<file path="src/rtl/sbr_pkg.sv">
`timescale 1ns / 1ps

package sbr_pkg;

  // Request codes on the input channel
  localparam logic [1:0] REQ_BYTE = 2'd0;
  localparam logic [1:0] REQ_READ = 2'd1;
  localparam logic [1:0] REQ_SKIP = 2'd2;

  // Result status codes
  localparam logic [1:0] ST_READ_DONE = 2'd0;
  localparam logic [1:0] ST_SKIP_DONE = 2'd1;
  localparam logic [1:0] ST_IGNORED   = 2'd2;

  localparam logic [7:0] STUFF_BYTE = 8'hFF;
  localparam logic [3:0] BYTE_BITS  = 4'd8;

  // Width of the bit counter for a field
  localparam int CNT_W = 6;

  typedef enum logic [1:0] {
    KIND_NONE = 2'd0,
    KIND_READ = 2'd1,
    KIND_SKIP = 2'd2
  } kind_t;

  typedef enum logic [1:0] {
    S_IDLE = 2'd0,
    S_TAKE = 2'd1,
    S_EMIT = 2'd2
  } state_t;

  typedef struct packed {
    logic [1:0]       req_type;
    logic [7:0]       byte_value;
    logic [CNT_W-1:0] bit_count;
    logic             drop_stuffing;
    logic [7:0]       target_byte;
  } in_item_t;

  typedef struct packed {
    logic [1:0]  status;
    logic [31:0] read_value;
  } out_item_t;

  // Bit counters handed to and from the shift unit
  typedef struct packed {
    logic [3:0]       bits_left;
    logic [CNT_W-1:0] wanted;
  } step_t;

endpackage

</file>
<file path="src/rtl/sbr_take_unit.sv">
`timescale 1ns / 1ps

// Moves one bit from the current byte into the field value per use.
module sbr_take_unit #(
  parameter int VALUE_W = 32
) (
  input  logic [7:0]         cur_byte,
  input  sbr_pkg::step_t     step_in,
  input  logic [VALUE_W-1:0] value_in,
  output sbr_pkg::step_t     step_out,
  output logic [VALUE_W-1:0] value_out,
  output logic               more
);

  logic [2:0] bit_idx;

  assign bit_idx = 3'(step_in.bits_left - 4'd1);
  assign more    = (step_in.bits_left != 4'd0) && (step_in.wanted != '0);

  // Shift the next unread bit (msb first) into the value
  always_comb begin
    step_out  = step_in;
    value_out = value_in;
    if (more) begin
      value_out          = {value_in[VALUE_W-2:0], cur_byte[bit_idx]};
      step_out.bits_left = step_in.bits_left - 4'd1;
      step_out.wanted    = step_in.wanted - sbr_pkg::CNT_W'(1);
    end
  end

endmodule

</file>
<file path="src/rtl/stuffed_bitstream_bit_reader.sv">
`timescale 1ns / 1ps
// Flow: a read request, or a byte a pending read takes as data, is accepted in the idle state;
//   the take state then moves one bit per cycle with the single one-bit shift unit (at most
//   8 bits per byte) and checks the field: a complete one goes to the emit state to load the output.
// Other items give no result or go straight to the emit state; no item is taken meanwhile.
// A result waits in the emit state for as long as out_stall holds the output register.
// Reset (rst_n low, synchronous): nothing pending, counters and flags cleared.
module stuffed_bitstream_bit_reader #(
  parameter int MAX_FIELD_BITS = 32
) (
  input  logic               clk,
  input  logic               rst_n,
  input  logic               in_valid,
  output logic               in_stall,
  input  sbr_pkg::in_item_t  in_item,
  output logic               out_valid,
  input  logic               out_stall,
  output sbr_pkg::out_item_t out_item
);

  localparam logic [sbr_pkg::CNT_W-1:0] MAX_CNT = sbr_pkg::CNT_W'(MAX_FIELD_BITS);

  sbr_pkg::state_t state_r, state_nxt;
  sbr_pkg::kind_t  pending_r, pending_nxt;
  logic [7:0]                cur_byte_r, cur_byte_nxt;
  sbr_pkg::step_t            step_r, step_nxt;
  logic [MAX_FIELD_BITS-1:0] value_r, value_nxt;
  logic                      last_ff_r, last_ff_nxt;
  logic                      stuff_r, stuff_nxt;
  logic [7:0]                target_r, target_nxt;
  logic [1:0]                res_status_r, res_status_nxt;
  logic                      out_valid_r, out_valid_nxt;
  sbr_pkg::out_item_t        out_item_r, out_item_nxt;

  sbr_pkg::step_t            unit_step;
  logic [MAX_FIELD_BITS-1:0] unit_value;
  logic                      unit_more;
  logic                      in_acc;
  logic [sbr_pkg::CNT_W-1:0] sat_count;

  sbr_take_unit #(
    .VALUE_W(MAX_FIELD_BITS)
  ) u_take (
    .cur_byte (cur_byte_r),
    .step_in  (step_r),
    .value_in (value_r),
    .step_out (unit_step),
    .value_out(unit_value),
    .more     (unit_more)
  );

  assign in_stall  = (state_r != sbr_pkg::S_IDLE);
  assign in_acc    = in_valid && !in_stall;
  assign sat_count = (in_item.bit_count > MAX_CNT) ? MAX_CNT : in_item.bit_count;
  assign out_valid = out_valid_r;
  assign out_item  = out_item_r;

  // Sequencer: next state and datapath control
  always_comb begin
    state_nxt      = state_r;
    pending_nxt    = pending_r;
    cur_byte_nxt   = cur_byte_r;
    step_nxt       = step_r;
    value_nxt      = value_r;
    last_ff_nxt    = last_ff_r;
    stuff_nxt      = stuff_r;
    target_nxt     = target_r;
    res_status_nxt = res_status_r;
    out_valid_nxt  = out_valid_r && out_stall;
    out_item_nxt   = out_item_r;
    case (state_r)
      sbr_pkg::S_IDLE: begin
        if (in_acc) begin
          if (in_item.req_type == sbr_pkg::REQ_BYTE) begin
            case (pending_r)
              sbr_pkg::KIND_READ: begin
                if (last_ff_r && stuff_r && (in_item.byte_value == 8'd0)) begin
                  // stuffed zero after 0xFF: drop it
                  last_ff_nxt = 1'b0;
                end else begin
                  cur_byte_nxt       = in_item.byte_value;
                  step_nxt.bits_left = sbr_pkg::BYTE_BITS;
                  last_ff_nxt        = (in_item.byte_value == sbr_pkg::STUFF_BYTE);
                  state_nxt          = sbr_pkg::S_TAKE;
                end
              end
              sbr_pkg::KIND_SKIP: begin
                if (in_item.byte_value == target_r) begin
                  cur_byte_nxt       = in_item.byte_value;
                  step_nxt.bits_left = sbr_pkg::BYTE_BITS;
                  pending_nxt        = sbr_pkg::KIND_NONE;
                  res_status_nxt     = sbr_pkg::ST_SKIP_DONE;
                  state_nxt          = sbr_pkg::S_EMIT;
                end
              end
              default: begin
                res_status_nxt = sbr_pkg::ST_IGNORED;
                state_nxt      = sbr_pkg::S_EMIT;
              end
            endcase
          end else if (pending_r != sbr_pkg::KIND_NONE ||
                       !(in_item.req_type inside {sbr_pkg::REQ_READ, sbr_pkg::REQ_SKIP})) begin
            res_status_nxt = sbr_pkg::ST_IGNORED;
            state_nxt      = sbr_pkg::S_EMIT;
          end else if (in_item.req_type == sbr_pkg::REQ_READ) begin
            step_nxt.wanted = sat_count;
            value_nxt       = '0;
            stuff_nxt       = in_item.drop_stuffing;
            state_nxt       = sbr_pkg::S_TAKE;
          end else begin
            target_nxt  = in_item.target_byte;
            pending_nxt = sbr_pkg::KIND_SKIP;
          end
        end
      end
      sbr_pkg::S_TAKE: begin
        // one bit per cycle until byte empty or field complete
        if (unit_more) begin
          step_nxt  = unit_step;
          value_nxt = unit_value;
        end else if (step_r.wanted == '0) begin
          pending_nxt    = sbr_pkg::KIND_NONE;
          res_status_nxt = sbr_pkg::ST_READ_DONE;
          state_nxt      = sbr_pkg::S_EMIT;
        end else begin
          pending_nxt = sbr_pkg::KIND_READ;
          state_nxt   = sbr_pkg::S_IDLE;
        end
      end
      sbr_pkg::S_EMIT: begin
        // wait for the output register to free up
        if (!out_valid_r || !out_stall) begin
          out_valid_nxt           = 1'b1;
          out_item_nxt.status     = res_status_r;
          out_item_nxt.read_value = (res_status_r == sbr_pkg::ST_READ_DONE) ?
                                    32'(value_r) : 32'd0;
          state_nxt               = sbr_pkg::S_IDLE;
        end
      end
      default: state_nxt = sbr_pkg::S_IDLE;
    endcase
  end

  // Control state
  always_ff @(posedge clk) begin
    if (!rst_n) begin
      state_r     <= sbr_pkg::S_IDLE;
      pending_r   <= sbr_pkg::KIND_NONE;
      step_r      <= '0;
      last_ff_r   <= 1'b0;
      stuff_r     <= 1'b0;
      out_valid_r <= 1'b0;
    end else begin
      state_r     <= state_nxt;
      pending_r   <= pending_nxt;
      step_r      <= step_nxt;
      last_ff_r   <= last_ff_nxt;
      stuff_r     <= stuff_nxt;
      out_valid_r <= out_valid_nxt;
    end
  end

  // Payload
  always_ff @(posedge clk) begin
    cur_byte_r   <= cur_byte_nxt;
    value_r      <= value_nxt;
    target_r     <= target_nxt;
    res_status_r <= res_status_nxt;
    out_item_r   <= out_item_nxt;
  end

  // Checks
  a_bits_left_range: assert property (@(posedge clk) disable iff (!rst_n)
    step_r.bits_left <= sbr_pkg::BYTE_BITS)
    else $error("bits_left above one byte");

  a_wanted_range: assert property (@(posedge clk) disable iff (!rst_n)
    step_r.wanted <= MAX_CNT)
    else $error("wanted count above field limit");

  a_no_skip_in_take: assert property (@(posedge clk) disable iff (!rst_n)
    state_r == sbr_pkg::S_TAKE |-> pending_r != sbr_pkg::KIND_SKIP)
    else $error("shift unit running during a skip");

  a_result_from_emit: assert property (@(posedge clk) disable iff (!rst_n)
    (state_r == sbr_pkg::S_EMIT && (!out_valid_r || !out_stall)) |=>
      (out_valid_r && state_r == sbr_pkg::S_IDLE))
    else $error("result not loaded on emit");

endmodule

</file>
<file path="config.mk">
export PLATFORM = sky130hd
export DESIGN_NAME = stuffed_bitstream_bit_reader
export DESIGN_NICKNAME = d
export VERILOG_FILES = /design/src/rtl/sbr_pkg.sv /design/src/rtl/sbr_take_unit.sv /design/src/rtl/stuffed_bitstream_bit_reader.sv
export SDC_FILE = /design/constraint.sdc
export NUM_CORES = 1
export LEC_CHECK = 0
export BUFFER_PORTS_ARGS = -buffer_cell sky130_fd_sc_hd__buf_2
export CORE_ASPECT_RATIO = 1.2
export CORE_MARGIN = 2
export CORE_UTILIZATION = 57
export DETAILED_ROUTE_END_ITERATION = 8
export PLACE_DENSITY = 0.81
export SLEW_MARGIN = 20
export SYNTH_ARGS = -nofsm -noshare
export SYNTH_HDL_FRONTEND = slang
export SYNTH_SLANG_ARGS = --single-unit
</file>
<file path="constraint.sdc">
create_clock -name clk -period 3.9 [get_ports clk]
set_input_delay 0.39 -clock clk [delete_from_list [all_inputs] [get_ports clk]]
set_output_delay 0.39 -clock clk [all_outputs]
set_load 0.02 [all_outputs]
</file>
After elaboration in Yosys (flattened, before gate mapping)

Index checks and enable logic that the tools add are counted.
W data, S select, Z words.

$lt $le $gt $ge: 2
Equal/unequal tests: 31
Reductions and logical operators: 33
Bitwise logic cells: 3
Multiplexer cells: 53
Add/sub/neg operators: 2

Operator list:

| kind                 | count |
|---|---|
| $mux W32             | 5 |
| $pmux W32 S2         | 1 |
| $mux W2              | 22 |
| $mux W6              | 4 |
| $ne A3 B3 Y1 const B | 7 |
| $reduce_and A7 Y1    | 3 |
| $mux W10             | 2 |
| $ne A2 B2 Y1 const B | 10 |
| $pmux W10 S2         | 1 |
| $reduce_and A6 Y1    | 3 |
| $mux W8              | 2 |
| $pmux W2 S2          | 4 |
| $pmux W8 S2          | 1 |
| $mux W4              | 3 |
| $ne A4 B4 Y1 const B | 3 |
| $reduce_and A5 Y1    | 2 |
| $reduce_bool A2 Y1   | 5 |
| $eq A8 B8 Y1         | 1 |
| $eq A8 B8 Y1 const B | 1 |
| $logic_not A8 Y1     | 1 |
| $pmux W4 S2          | 1 |
| $eq A2 B1 Y1 const B | 3 |
| $eq A2 B2 Y1 const B | 3 |
| $gt A6 B6 Y1 const B | 1 |
| 19 further kinds     | 35 |

Output and inout bits: 36
Bits in registers: 101
Bits of input ports: 29
Logic and storage cells: 137

Logic depth before layout (Yosys ltp)

Gate-level depths: netlist (run 1).

Word-level depth: 8
Mapped depth: 9

Cells and area by module

Synthesis (run 1) repeated with hierarchy kept, for this count alone.

Cell total of the unflattened synthesis: 359
Area, all modules: 4760.8 um^2

Modules (own cells, without submodules):

| module                       | times used | seq. area each (um^2) | area each (um^2) | cells an instance |
|---|---|---|---|---|
| stuffed_bitstream_bit_reader | 1          | 2862.7                | 4056.4           | 285 |
| sbr_take_unit                | 1          | 0.0                   | 704.4            | 74 |

Least setup slack after synthesis (run 1)

Ideal clock, no wire load.

Kind: register -> register
Start point: register state_r[0]
End point: register out_item_r (netlist bit out_item[0]), enable pin
Slack: 1.098 ns
Arrival time: 2.365 ns
Stages on the path, launching flop included: 4
Data required time: 3.463 ns
Buffers on the path: 1
Period minus slack after synthesis: 2.802 ns
Cell sequence: dfxtp_1 -> clkbuf_1 -> nand2b_1 -> a21oi_1

Word-level cells in the longest chain between the ends: 2

RTL lines:

| item                        | line                                | text |
|---|---|---|
| start: declaration          | stuffed_bitstream_bit_reader.sv:23  | `sbr_pkg::state_t state_r, state_nxt;` |
| start signal: assignment    | stuffed_bitstream_bit_reader.sv:147 | `state_r <= sbr_pkg::S_IDLE;` |
| start signal: assignment    | stuffed_bitstream_bit_reader.sv:154 | `state_r <= state_nxt;` |
| $eq A2 B2 Y1                | stuffed_bitstream_bit_reader.sv:71  | `case (state_r)` |
| $reduce_and A2 Y1 (no line) | n/a                                 |  |
| end signal: assignment      | stuffed_bitstream_bit_reader.sv:169 | `out_item_r <= out_item_nxt;` |
| end: declaration            | stuffed_bitstream_bit_reader.sv:33  | `sbr_pkg::out_item_t out_item_r, out_item_nxt;` |

No other way between the ends.
A chain may end at the register's enable or synchronous reset.

Worst setup path in the final report (run 1)

Start point: register step_r[6] in the netlist's numbering
End point: register step_r[2] in the netlist's numbering

Word-level cells in the longest chain between the ends: 4

RTL lines:

| item                        | line                                | text |
|---|---|---|
| start: declaration          | stuffed_bitstream_bit_reader.sv:26  | `sbr_pkg::step_t step_r, step_nxt;` |
| start signal: assignment    | stuffed_bitstream_bit_reader.sv:156 | `step_r <= step_nxt;` |
| $reduce_bool A4 Y1          | sbr_take_unit.sv:18                 | `assign more = (step_in.bits_left != 4'd0) && (step_in.wanted != '0);` |
| $logic_and A1 B1 Y1         | sbr_take_unit.sv:18                 |  |
| $ne A2 B1 Y1 (no line)      | n/a                                 |  |
| $reduce_and A6 Y1 (no line) | n/a                                 |  |

No other way between the ends.

==> impl_metrics.env, run 1 <==
export IMPL_status="complete, no violations"
export IMPL_worst_pin_slew_ps=614.8
export IMPL_slew_viol_final=0
export IMPL_maxCapViolations=0
export IMPL_synthSimpleGateAreaFrac_pct=18.54
export IMPL_drive_gt1_share_pct=24.50
export IMPL_coreArea_um2=7576
export IMPL_gr_usage_met2_pct=32.36
export IMPL_cp_required_ps=4170
export IMPL_postCtsSetupRepairBufs=0
export IMPL_postSynthAreaPerCell_um2=13.31
export IMPL_synth_seq_cells=101
export IMPL_worst_clock_skew_ps=16.77
export IMPL_path_cells="inv_1 > ha_1 > or3b_2 > o311ai_4 > nand2_1 > buf_4 > o21ai_0 > a32o_1"
export IMPL_worst_setup_path_type="reg2reg"
export IMPL_vdd_drop_max_uv=306.5
export IMPL_gp_congestion=0.8918
export IMPL_power_density_nw_per_um2=489.5
export IMPL_end_kind="register"
export IMPL_fin_nets=431
export IMPL_clkLatencyLatePin_ps=370
export IMPL_netlist_area_um2=4393
export IMPL_vias=2755
export IMPL_routedWlPerCell_um=15.21
export IMPL_cp_top_family="compound AO/OA/AOI/OAI gates"
export IMPL_wl_um=7481
export IMPL_grt_usage_pct=19.18
export IMPL_ys_types=55
export IMPL_cts_sinks=101
export IMPL_grt_max_degree=43
export IMPL_grt_pass1_wl_um=12540
export IMPL_p_leak_nw=1.921
export IMPL_yosys_warnings=0
export IMPL_synth_mux_area_share_pct=1.937
export IMPL_finalPower_w=0.002464
export IMPL_rows=35
export IMPL_grt_most_used_layer="met2"
export IMPL_drt_iter0_drc=187
export IMPL_via_per_inst=5.600
export IMPL_cts_root_buf="clkbuf_8"
export IMPL_synth_top_family_by_area="simple AND/OR/NAND/NOR gates"
export IMPL_synth_flop_cell="edfxtp_1"
export IMPL_fill_cells=563
export IMPL_use_met3_pct=3.865
export IMPL_dieWidth_um=84.14
export IMPL_diodes=0
export IMPL_fin_tns_setup_ps=0
export IMPL_synth_fp_nets=366
export IMPL_hpwl_um=5278
export IMPL_critPathBufInv=2
export IMPL_first_global_vias=2639
export IMPL_use_met1_pct=24.03
export IMPL_cts_buffers=9
export IMPL_rsz0062_at_grt="no"
export IMPL_slew_headroom_pct=58.86
export IMPL_die_y_um=100.2
export IMPL_critPathLaunchType="register"
export IMPL_initial_core_util_pct=57.99
export IMPL_design_die_area_um2=8428
export IMPL_synth_edff_count=84
export IMPL_io_buffers=64
export IMPL_hold_path_class="in2reg"
export IMPL_synthAdderAreaFrac_pct=1.994
export IMPL_drc_errors=0
export IMPL_syn_to_final_growth_pct=14.61
export IMPL_clk_pin_slew_ps=100
export IMPL_clockBufferDepth=2
export IMPL_fmax_mhz=428.6
export IMPL_cts_tree="yes"
export IMPL_synth_xor_area_share_pct=2.193
export IMPL_period_share_pct=59.82
export IMPL_ant_nets=0
export IMPL_cp_slowest_stage_delay_ps=430
export IMPL_worst_r2r_setup_slack_ps=1570
export IMPL_critPathMaxFanout=42
export IMPL_post_cts_resized=0
export IMPL_overflow=0
export IMPL_synth_compound_area_share_pct=7.833
export IMPL_dr_pass1_iters=4
export IMPL_synthesis_instances=330
export IMPL_min_period_ps=2333
export IMPL_critPathArrivalTime_ps=2600
export IMPL_synthArstFlopShare_pct=0
export IMPL_finalSetupViolations=0
export IMPL_htree_num_levels=3
export IMPL_hold_slack_ps=197.5
export IMPL_hold_viol_final=0
export IMPL_pin_count=65
export IMPL_seq_area_frac_synth_pct=65.17
export IMPL_crit_slowest_cell="dfxtp_1"
export IMPL_antenna_found_initial=0
export IMPL_cts_hold_buf=0
==> flip-flops by register name, indices dropped and copies added (netlist names) <==
register / cells
pending_r: 2
out_item: 34
stuff_r: 1
res_status_r: 2
target_r: 8
last_ff_r: 1
state_r: 2
cur_byte_r: 8
step_r: 10
out_valid: 1
value_r: 32
==> worst register-to-register path: stages, from the launching register on <==
cell      delay (ps)
dfxtp_1          430
inv_1            130
ha_1             220
or3b_2           250
o311ai_4         190
nand2_1          110
buf_4            430
o21ai_0          190
a32o_1           290
==> cell usage after synthesis (2+ instances only) <==
master	n	area [um^2]
or3_1	2	12.51
o211a_1	2	20.02
nor2_1	15	56.30
nand4_1	3	18.77
mux4_2	2	45.04
and3_1	2	12.51
dfxtp_1	17	340.3
nand2b_1	5	31.28
a41oi_1	2	17.52
mux2i_1	4	40.04
nor4_2	2	25.02
nand4b_1	2	17.52
nand2_1	14	52.55
o21ai_0	6	30.03
nand3b_1	6	45.04
o211ai_1	3	22.52
clkbuf_1	12	45.04
o22ai_1	2	12.51
o21ai_1	3	15.01
or4_1	3	22.52
xor2_1	10	87.58
nand3_1	6	30.03
nor3b_1	3	22.52
a31oi_1	3	18.77
and2_1	63	394.1
edfxtp_1	84	2522
a21oi_1	8	40.04
ha_1	7	87.58
inv_1	11	41.29
a21boi_1	3	22.52
==> final cells by class <==
class	count	area, um^2	area share (%)
Sequential cell	101	2863	56.86
Multi-Input combinational cell	204	1446	28.73
Timing Repair Buffer	68	370.4	7.356
Clock buffer	9	123.9	2.460
Tap cell	92	115.1	2.286
Clock inverter	7	75.07	1.491
Inverter	11	41.29	0.8201
==> report_power, final <==
| group | switching [W] | internal, W |
|---|---|---|
| clock | 0.000385 | 0.000253 |
| combinational | 0.000305 | 0.000172 |
| sequential | 0.0000463 | 0.00130 |
==> metrics by stage <==
stage          area, um^2  worst slack, ps  std cells  util [%]
2_1_floorplan        4393             1098        330         -
3_3_place_gp         4803             1276        475     63.40
3_5_place_dp         4803             1166        475     63.40
4_1_cts              5002             1265        491     66.03
5_1_grt              5035             1336        492     66.46
6_report             5035             1567        492     66.46
==> cell usage in the layout, fill, tap and decap left out, drive strengths merged, types with 3 or more instances in the layout <==
cell    instances
or4             3
a21boi          4
buf            68
clkinv          3
nand2          14
a21oi           8
nand2b          5
nand3           6
nor3b           3
nand4           3
o21ai           9
nor2           15
nor4            3
xor2           10
mux2i           4
and2           63
a31oi           3
clkbuf          9
inv            14
dfxtp          17
ha              7
o211ai          3
nand3b          6
edfxtp         84
==> final timing paths <==
path                        start           end  cells after the start
setup / recovery        step_r[6]     step_r[2]                      8
hold / removal         in_item[4]   target_r[4]                      1
setup reg to reg        step_r[6]     step_r[2]                      8
hold reg to reg   res_status_r[0]  out_item[32]                      0
==> cells by family after synthesis <==
logic type	count (synthesis)
multiplexers	6
AND/OR/NAND/NOR	135
XOR/XNOR	11
AO/OA/AOI/OAI	45
adder cells (fa/ha/maj)	7
flip-flops	101
buffers and inverters	25
==> routing by layer <==
layer | part of all wire (%) | routed length [um] | vias to the layer above
met5 | 0 | 0 | -
met1 | 41 | 3099 | 1318
met2 | 51 | 3835 | 87
met3 | 6.1 | 456 | 10
li1 | - | - | 1340
met4 | 1.2 | 90 | 0
(Power assumes the default switching activity.)
==> run 2, diff against run 1 <==
- ABC_AREA: default -> 1
- clock period: 3.9 -> 2.28 ns (I/O delays scaled with it)
==> run 2 against run 1 <==
  * Combinational power rose by 41%
  * Setup slack worse by 1100 ps
  * Clock skew shrank 6.7 ps
  * Critical endpoint is now value_r[19]
==> impl_metrics.env, run 2 <==
export IMPL_status="complete, no violations"
export IMPL_postSynthAreaPerCell_um2=10.18
export IMPL_via_per_inst=5.102
export IMPL_hp_start="in_item[2]"
export IMPL_synth_top_area_share_pct=56.68
export IMPL_synthArstFlopShare_pct=0
export IMPL_pin_count=65
export IMPL_synth_fp_nets=473
export IMPL_post_cts_resized=0
export IMPL_path_cells="inv_1 > ha_1 > nand2_1 > nand3_4 > nand2_4 > buf_12"
export IMPL_cts_hold_buf=0
export IMPL_routedWlPerCell_um=12.95
export IMPL_wl_um=7832
export IMPL_grt_max_degree=35
export IMPL_holdPathEnd="target_r[2]"
export IMPL_cts_root_buf="clkbuf_8"
export IMPL_critPathArrivalTime_ps=1900
export IMPL_worst_setup_path_type="reg2reg"
export IMPL_cts_sinks=101
export IMPL_cts_tree="yes"
export IMPL_hold_path_depth=1
export IMPL_reg2reg_to="value_r[19]"
export IMPL_overflow=0
export IMPL_yosys_warnings=0
export IMPL_syn_to_final_growth_pct=14.93
export IMPL_synth_common_cells="90 x nor2_1, 84 x edfxtp_1, 74 x inv_1"
export IMPL_p_clk_share_pct=29.7
export IMPL_p_sw_share_pct=27.08
export IMPL_dr_pass1_iters=5
export IMPL_period_share_pct=80.77
export IMPL_drt_iter0_drc=144
export IMPL_initial_core_util_pct=58.41
export IMPL_diodes=0
export IMPL_clockBufferDepth=2
export IMPL_gp_congestion=0.8889
export IMPL_finalSetupViolations=0
export IMPL_antenna_found_initial=0
export IMPL_instances_no_fill=605
export IMPL_power_internal_w=0.002993
export IMPL_synth_edff_count=84
export IMPL_min_period_ps=1842
export IMPL_synthesis_instances=437
export IMPL_cp_top_family="simple AND/OR/NAND/NOR gates"
export IMPL_drive_gt1_share_pct=22.42
export IMPL_vdd_drop_max_uv=538.3
export IMPL_fin_tns_setup_ps=0
export IMPL_vias=3087
export IMPL_design_die_area_um2=8534
export IMPL_timing_rr_start="step_r[6]"
export IMPL_worst_pin_slew_ps=586.8
export IMPL_cp_required_ps=2340
export IMPL_clkLatencyLatePin_ps=350
export IMPL_critPathBufInv=2
export IMPL_grt_pass1_wl_um=13030
export IMPL_largest_reg_flops=34
export IMPL_maxCapViolations=0
export IMPL_hold_path_class="in2reg"
export IMPL_synth_flop_cell="edfxtp_1"
export IMPL_io_buffers=64
export IMPL_final_cell_mix="90 x nor2_1, 84 x edfxtp_1, 74 x inv_1, 64 x buf_2, 59 x nand2_1"
export IMPL_hpwl_um=5608
export IMPL_synth_most_common_cell="nor2_1"
export IMPL_worst_r2r_setup_slack_ps=440
export IMPL_cts_buffers=9
export IMPL_power_density_nw_per_um2=802.5
export IMPL_netlist_area_um2=4451
export IMPL_rows=35
export IMPL_cp_slowest_stage_delay_ps=430
export IMPL_clk_pin_slew_ps=90
export IMPL_postCtsSetupRepairBufs=0
export IMPL_critPathMaxFanout=24
export IMPL_critPathLaunchType="register"
export IMPL_p_leak_nw=2.230
export IMPL_ys_types=36
export IMPL_coreArea_um2=7620
export IMPL_hold_viol_final=0
export IMPL_slew_viol_final=0
export IMPL_fin_nets=544
export IMPL_synth_seq_cells=101
export IMPL_ant_nets=0
export IMPL_slew_headroom_pct=60.88
export IMPL_rsz0062_at_grt="no"
export IMPL_die_y_um=100.8
export IMPL_crit_slowest_cell="dfxtp_1"
export IMPL_placed_cells=589
export IMPL_first_global_vias=3020
export IMPL_seq_area_frac_synth_pct=64.32
export IMPL_switching_power_w=0.001112
export IMPL_end_kind="register"
export IMPL_rr_worst_depth=6
export IMPL_grt_usage_pct=19.33
export IMPL_yosys_area_top_type="edfxtp_1"
export IMPL_worst_clock_skew_ps=10.07
export IMPL_htree_num_levels=3
export IMPL_mostFrequentLayoutCell="nor2_1"
export IMPL_dieWidth_um=84.67
export IMPL_combPwrFrac_pct=16.5
export IMPL_seq_power_share_pct=53.8
export IMPL_drc_errors=0
export IMPL_fmax_mhz=543.0
export IMPL_yosys_top_cells_area="edfxtp_1 57%, dfxtp_1 7.6%, nor2_1 7.6%, inv_1 6.2%, nand2_1 5.0%"
run 2: cells by family (layout without fill, tap and decap cells):
kind of cell	Yosys count	count (layout)	synth area share (%)
and+or+nand+nor	188	188	18.81
DFF	101	101	64.32
buffers and inverters	90	166	7.984
AOI/OAI and AO/OA	46	46	5.932
adders and majority gates	7	7	1.968
xor gates and xnor gates	5	5	0.9842
run 2: cell type report:
class / instances / area, um^2
Timing Repair Buffer: 69 / 370.4
Inverter: 81 / 309.0
Multi-Input combinational cell: 246 / 1244
Tap cell: 92 / 115.1
Sequential cell: 101 / 2863
Fill cell: 590 / 2505
Clock buffer: 11 / 131.4
Clock inverter: 5 / 82.58
run 2: worst max-delay path by stage:
stage                     startpoint           to  slack, ps  depth (start not counted)
final                      step_r[6]  value_r[19]        440                          6
after global routing       step_r[6]  value_r[19]        320                          6
after CTS                  step_r[6]   value_r[2]        450                          6
after detailed placement   step_r[6]  value_r[11]        470                          6
after global placement     step_r[6]  value_r[11]        560                          6
after floorplan           state_r[0]  out_item[0]        420                          3
run 2: worst register-to-register path, stage by stage, from the launching register on:
cell	delay (ps)
dfxtp_1	430
inv_1	150
ha_1	220
nand2_1	140
nand3_4	150
nand2_4	240
buf_12	210
run 2: power by group through the flow:
stage               Sequential [W]  Combinational (W)  Clock (W)
floorplan                  0.00235           0.000380          0
global placement           0.00225           0.000654          0
detailed placement         0.00225           0.000676          0
CTS                        0.00221           0.000680    0.00125
global route               0.00222           0.000749    0.00131
finish                     0.00221           0.000676    0.00122
run 2: per-layer routing:
metal | up-vias | part of all wire, % | global-route usage [%]
met5 | - | 0 | 0
met4 | 0 | 1.3 | 7.204
met3 | 9 | 5.0 | 4.668
met2 | 91 | 52 | 34.40
met1 | 1435 | 41 | 22.71
li1 | 1552 | - | -
run 2: metrics by stage:
stage	hold WS (ps)	setup WS [ps]	cell area (um^2)	power, W	util (%)
floorplan	326.9	416.2	4454	0.002730	-
global placement	405.0	559.8	4901	0.002899	64.32
detailed placement	406.7	471.9	4901	0.002930	64.32
CTS	27.56	453.6	5115	0.004138	67.13
global route	22.24	319.8	5115	0.004285	67.13
finish	49.41	438.3	5115	0.004105	67.13
==> run 3, diff against run 2 <==
- clock period: 2.28 -> 1.8 ns (I/O delays scaled with it)
==> run 3 against run 2 <==
  * Wire length is 4.7% higher
  * Combinational power rose by 33%
  * Highest routed layer unchanged
  * Flip-flop and latch count is the same
  * Largest cell class unchanged
  * Register-to-register slack lost 280 ps
  * Critical path depth is 6 higher
  * Sequential share of layout area is 1.1 points lower
==> impl_metrics.env, run 3 (synthesized netlist as in run 2, its figures left out) <==
export IMPL_status="complete, no violations"
export IMPL_vias=3141
export IMPL_syn_to_final_growth_pct=17.32
export IMPL_vdd_drop_max_uv=542.5
export IMPL_cts_tree="yes"
export IMPL_wl_um=8204
export IMPL_largest_reg_flops=34
export IMPL_cts_buffers=9
export IMPL_via_per_inst=5.083
export IMPL_path_cells="dlygate4sd3_1 > buf_2 > inv_1 > nand2_1 > nand2_1 > nand2_1 > nor2_2 > nand2_2 > o21ai_1 > nand2_1 > nor2_1 > buf_4"
export IMPL_worst_setup_path_type="in2reg"
export IMPL_dp_slack_ps=160.1
export IMPL_critPathLaunch="in_item[22]"
export IMPL_final_area_um2=5221
export IMPL_fmax_mhz=587.2
export IMPL_hold_viol_final=0
export IMPL_dr_pass1_iters=4
export IMPL_cts_root_buf="clkbuf_8"
export IMPL_htree_num_levels=3
export IMPL_ant_nets=0
export IMPL_routedWlPerCell_um=13.28
export IMPL_io_buffers=64
export IMPL_grt_max_degree=35
export IMPL_drt_iter0_drc=270
export IMPL_gp_congestion=0.9122
export IMPL_diodes=0
export IMPL_hpwl_um=5661
export IMPL_worst_clock_skew_ps=16.45
export IMPL_maxCapViolations=0
export IMPL_overflow=0
export IMPL_fin_tns_setup_ps=0
export IMPL_timing_rr_start="step_r[6]"
export IMPL_design_die_area_um2=8534
export IMPL_cts_sinks=101
export IMPL_end_kind="register"
export IMPL_finalSetupViolations=0
export IMPL_final_cell_mix="89 x nor2_1, 84 x edfxtp_1, 74 x inv_1, 64 x buf_2, 58 x nand2_1"
export IMPL_cp_required_ps=1870
export IMPL_period_share_pct=94.61
export IMPL_slew_headroom_pct=62.05
export IMPL_drc_errors=0
export IMPL_clkLatencyLatePin_ps=370
export IMPL_clk_pin_slew_ps=90
export IMPL_coreArea_um2=7620
export IMPL_power_density_nw_per_um2=966.3
export IMPL_rows=35
export IMPL_p_leak_nw=2.273
export IMPL_pin_count=65
export IMPL_clockBufferDepth=2
export IMPL_min_period_ps=1703
export IMPL_postCtsSetupRepairBufs=0
export IMPL_postPlaceCellArea_um2=4943
export IMPL_worst_pin_slew_ps=569.2
export IMPL_hold_path_class="in2reg"
export IMPL_die_y_um=100.8
export IMPL_dieWidth_um=84.67
export IMPL_cp_common_cell="nand2_1"
export IMPL_finalPower_w=0.005046
export IMPL_critPathLaunchType="input pin"
export IMPL_critPathMaxFanout=8
export IMPL_crit_slowest_cell="dlygate4sd3_1"
export IMPL_initial_core_util_pct=58.41
export IMPL_mostFrequentLayoutCell="nor2_1"
export IMPL_antenna_found_initial=0
export IMPL_fin_nets=557
export IMPL_fin_ws_ps=97.01
export IMPL_drive_gt1_share_pct=23.19
export IMPL_slew_viol_final=0
export IMPL_grt_usage_pct=19.98
export IMPL_cp_slowest_stage_delay_ps=520
export IMPL_first_global_vias=3063
export IMPL_grt_pass1_wl_um=13250
export IMPL_hp_start="in_item[19]"
export IMPL_critPathArrivalTime_ps=1780
-- run 3: changes by cell type in the layout (fill, tap and decap cells not counted), sizes merged --
cell         change
clkinv           +3
bufinv           -2
dlygate4sd3      +9
clkbuf           -1
buf              +4
-- run 3: final timing paths --
check | end | slack, ps | cells after the start
max | cur_byte_r[4] | 100 | 12
max reg2reg | value_r[0] | 160 | 6
min reg2reg | stuff_r | 460 | 2
min | cur_byte_r[4] | 40 | 1
-- run 3: what timing repair did --
| action | 4_1_cts | 5_1_grt |
|---|---|---|
| hold buffers | 9 | 0 |
| resized for setup | 0 | 3 |
| endpoints found under the hold margin | 9 | 0 |
| endpoints found under the setup margin | 0 | 8 |
-- run 3: layout make-up --
cell class | count | area (um^2)
Multi-Input combinational cell | 246 | 1249
Clock inverter | 6 | 55.05
Tap cell | 92 | 115.1
Fill cell | 570 | 2399
Inverter | 81 | 309.0
Sequential cell | 101 | 2863
Timing Repair Buffer | 82 | 503.0
Clock buffer | 10 | 127.6
-- run 3: stage by stage --
step                      util, %  hold WS [ps]  instances
final                       68.52         35.83        618
after global routing        68.52         12.34        618
after CTS                   68.46         13.71        618
after detailed placement    64.88         358.3        593
after global placement      64.88         356.5        593
after floorplan                 -         278.9        437
-- run 3: metal layers --
layer	global-route usage [%]	share of wire (%)
met2	35.49	53
met3	4.177	4.2
met1	23.06	41
met4	9.524	1.9
met5	0	0
-- run 3: where the power goes --
group / switching (W) / total, W / leakage [nW] / internal, W
combinational: 0.000604 / 0.000897 / 1.26 / 0.000293
sequential: 0.0000607 / 0.00280 / 0.920 / 0.00274
clock: 0.000824 / 0.00135 / 0.0929 / 0.000529
total: 0.00149 / 0.00505 / 2.27 / 0.00356
-- run 3: critical path: cells and delay by family --
| family | cells | cell delay (ps) |
|---|---|---|
| and+or+nand+nor | 7 | 560 |
| AOI/OAI and AO/OA | 1 | 130 |
| buffers and inverters | 4 | 910 |
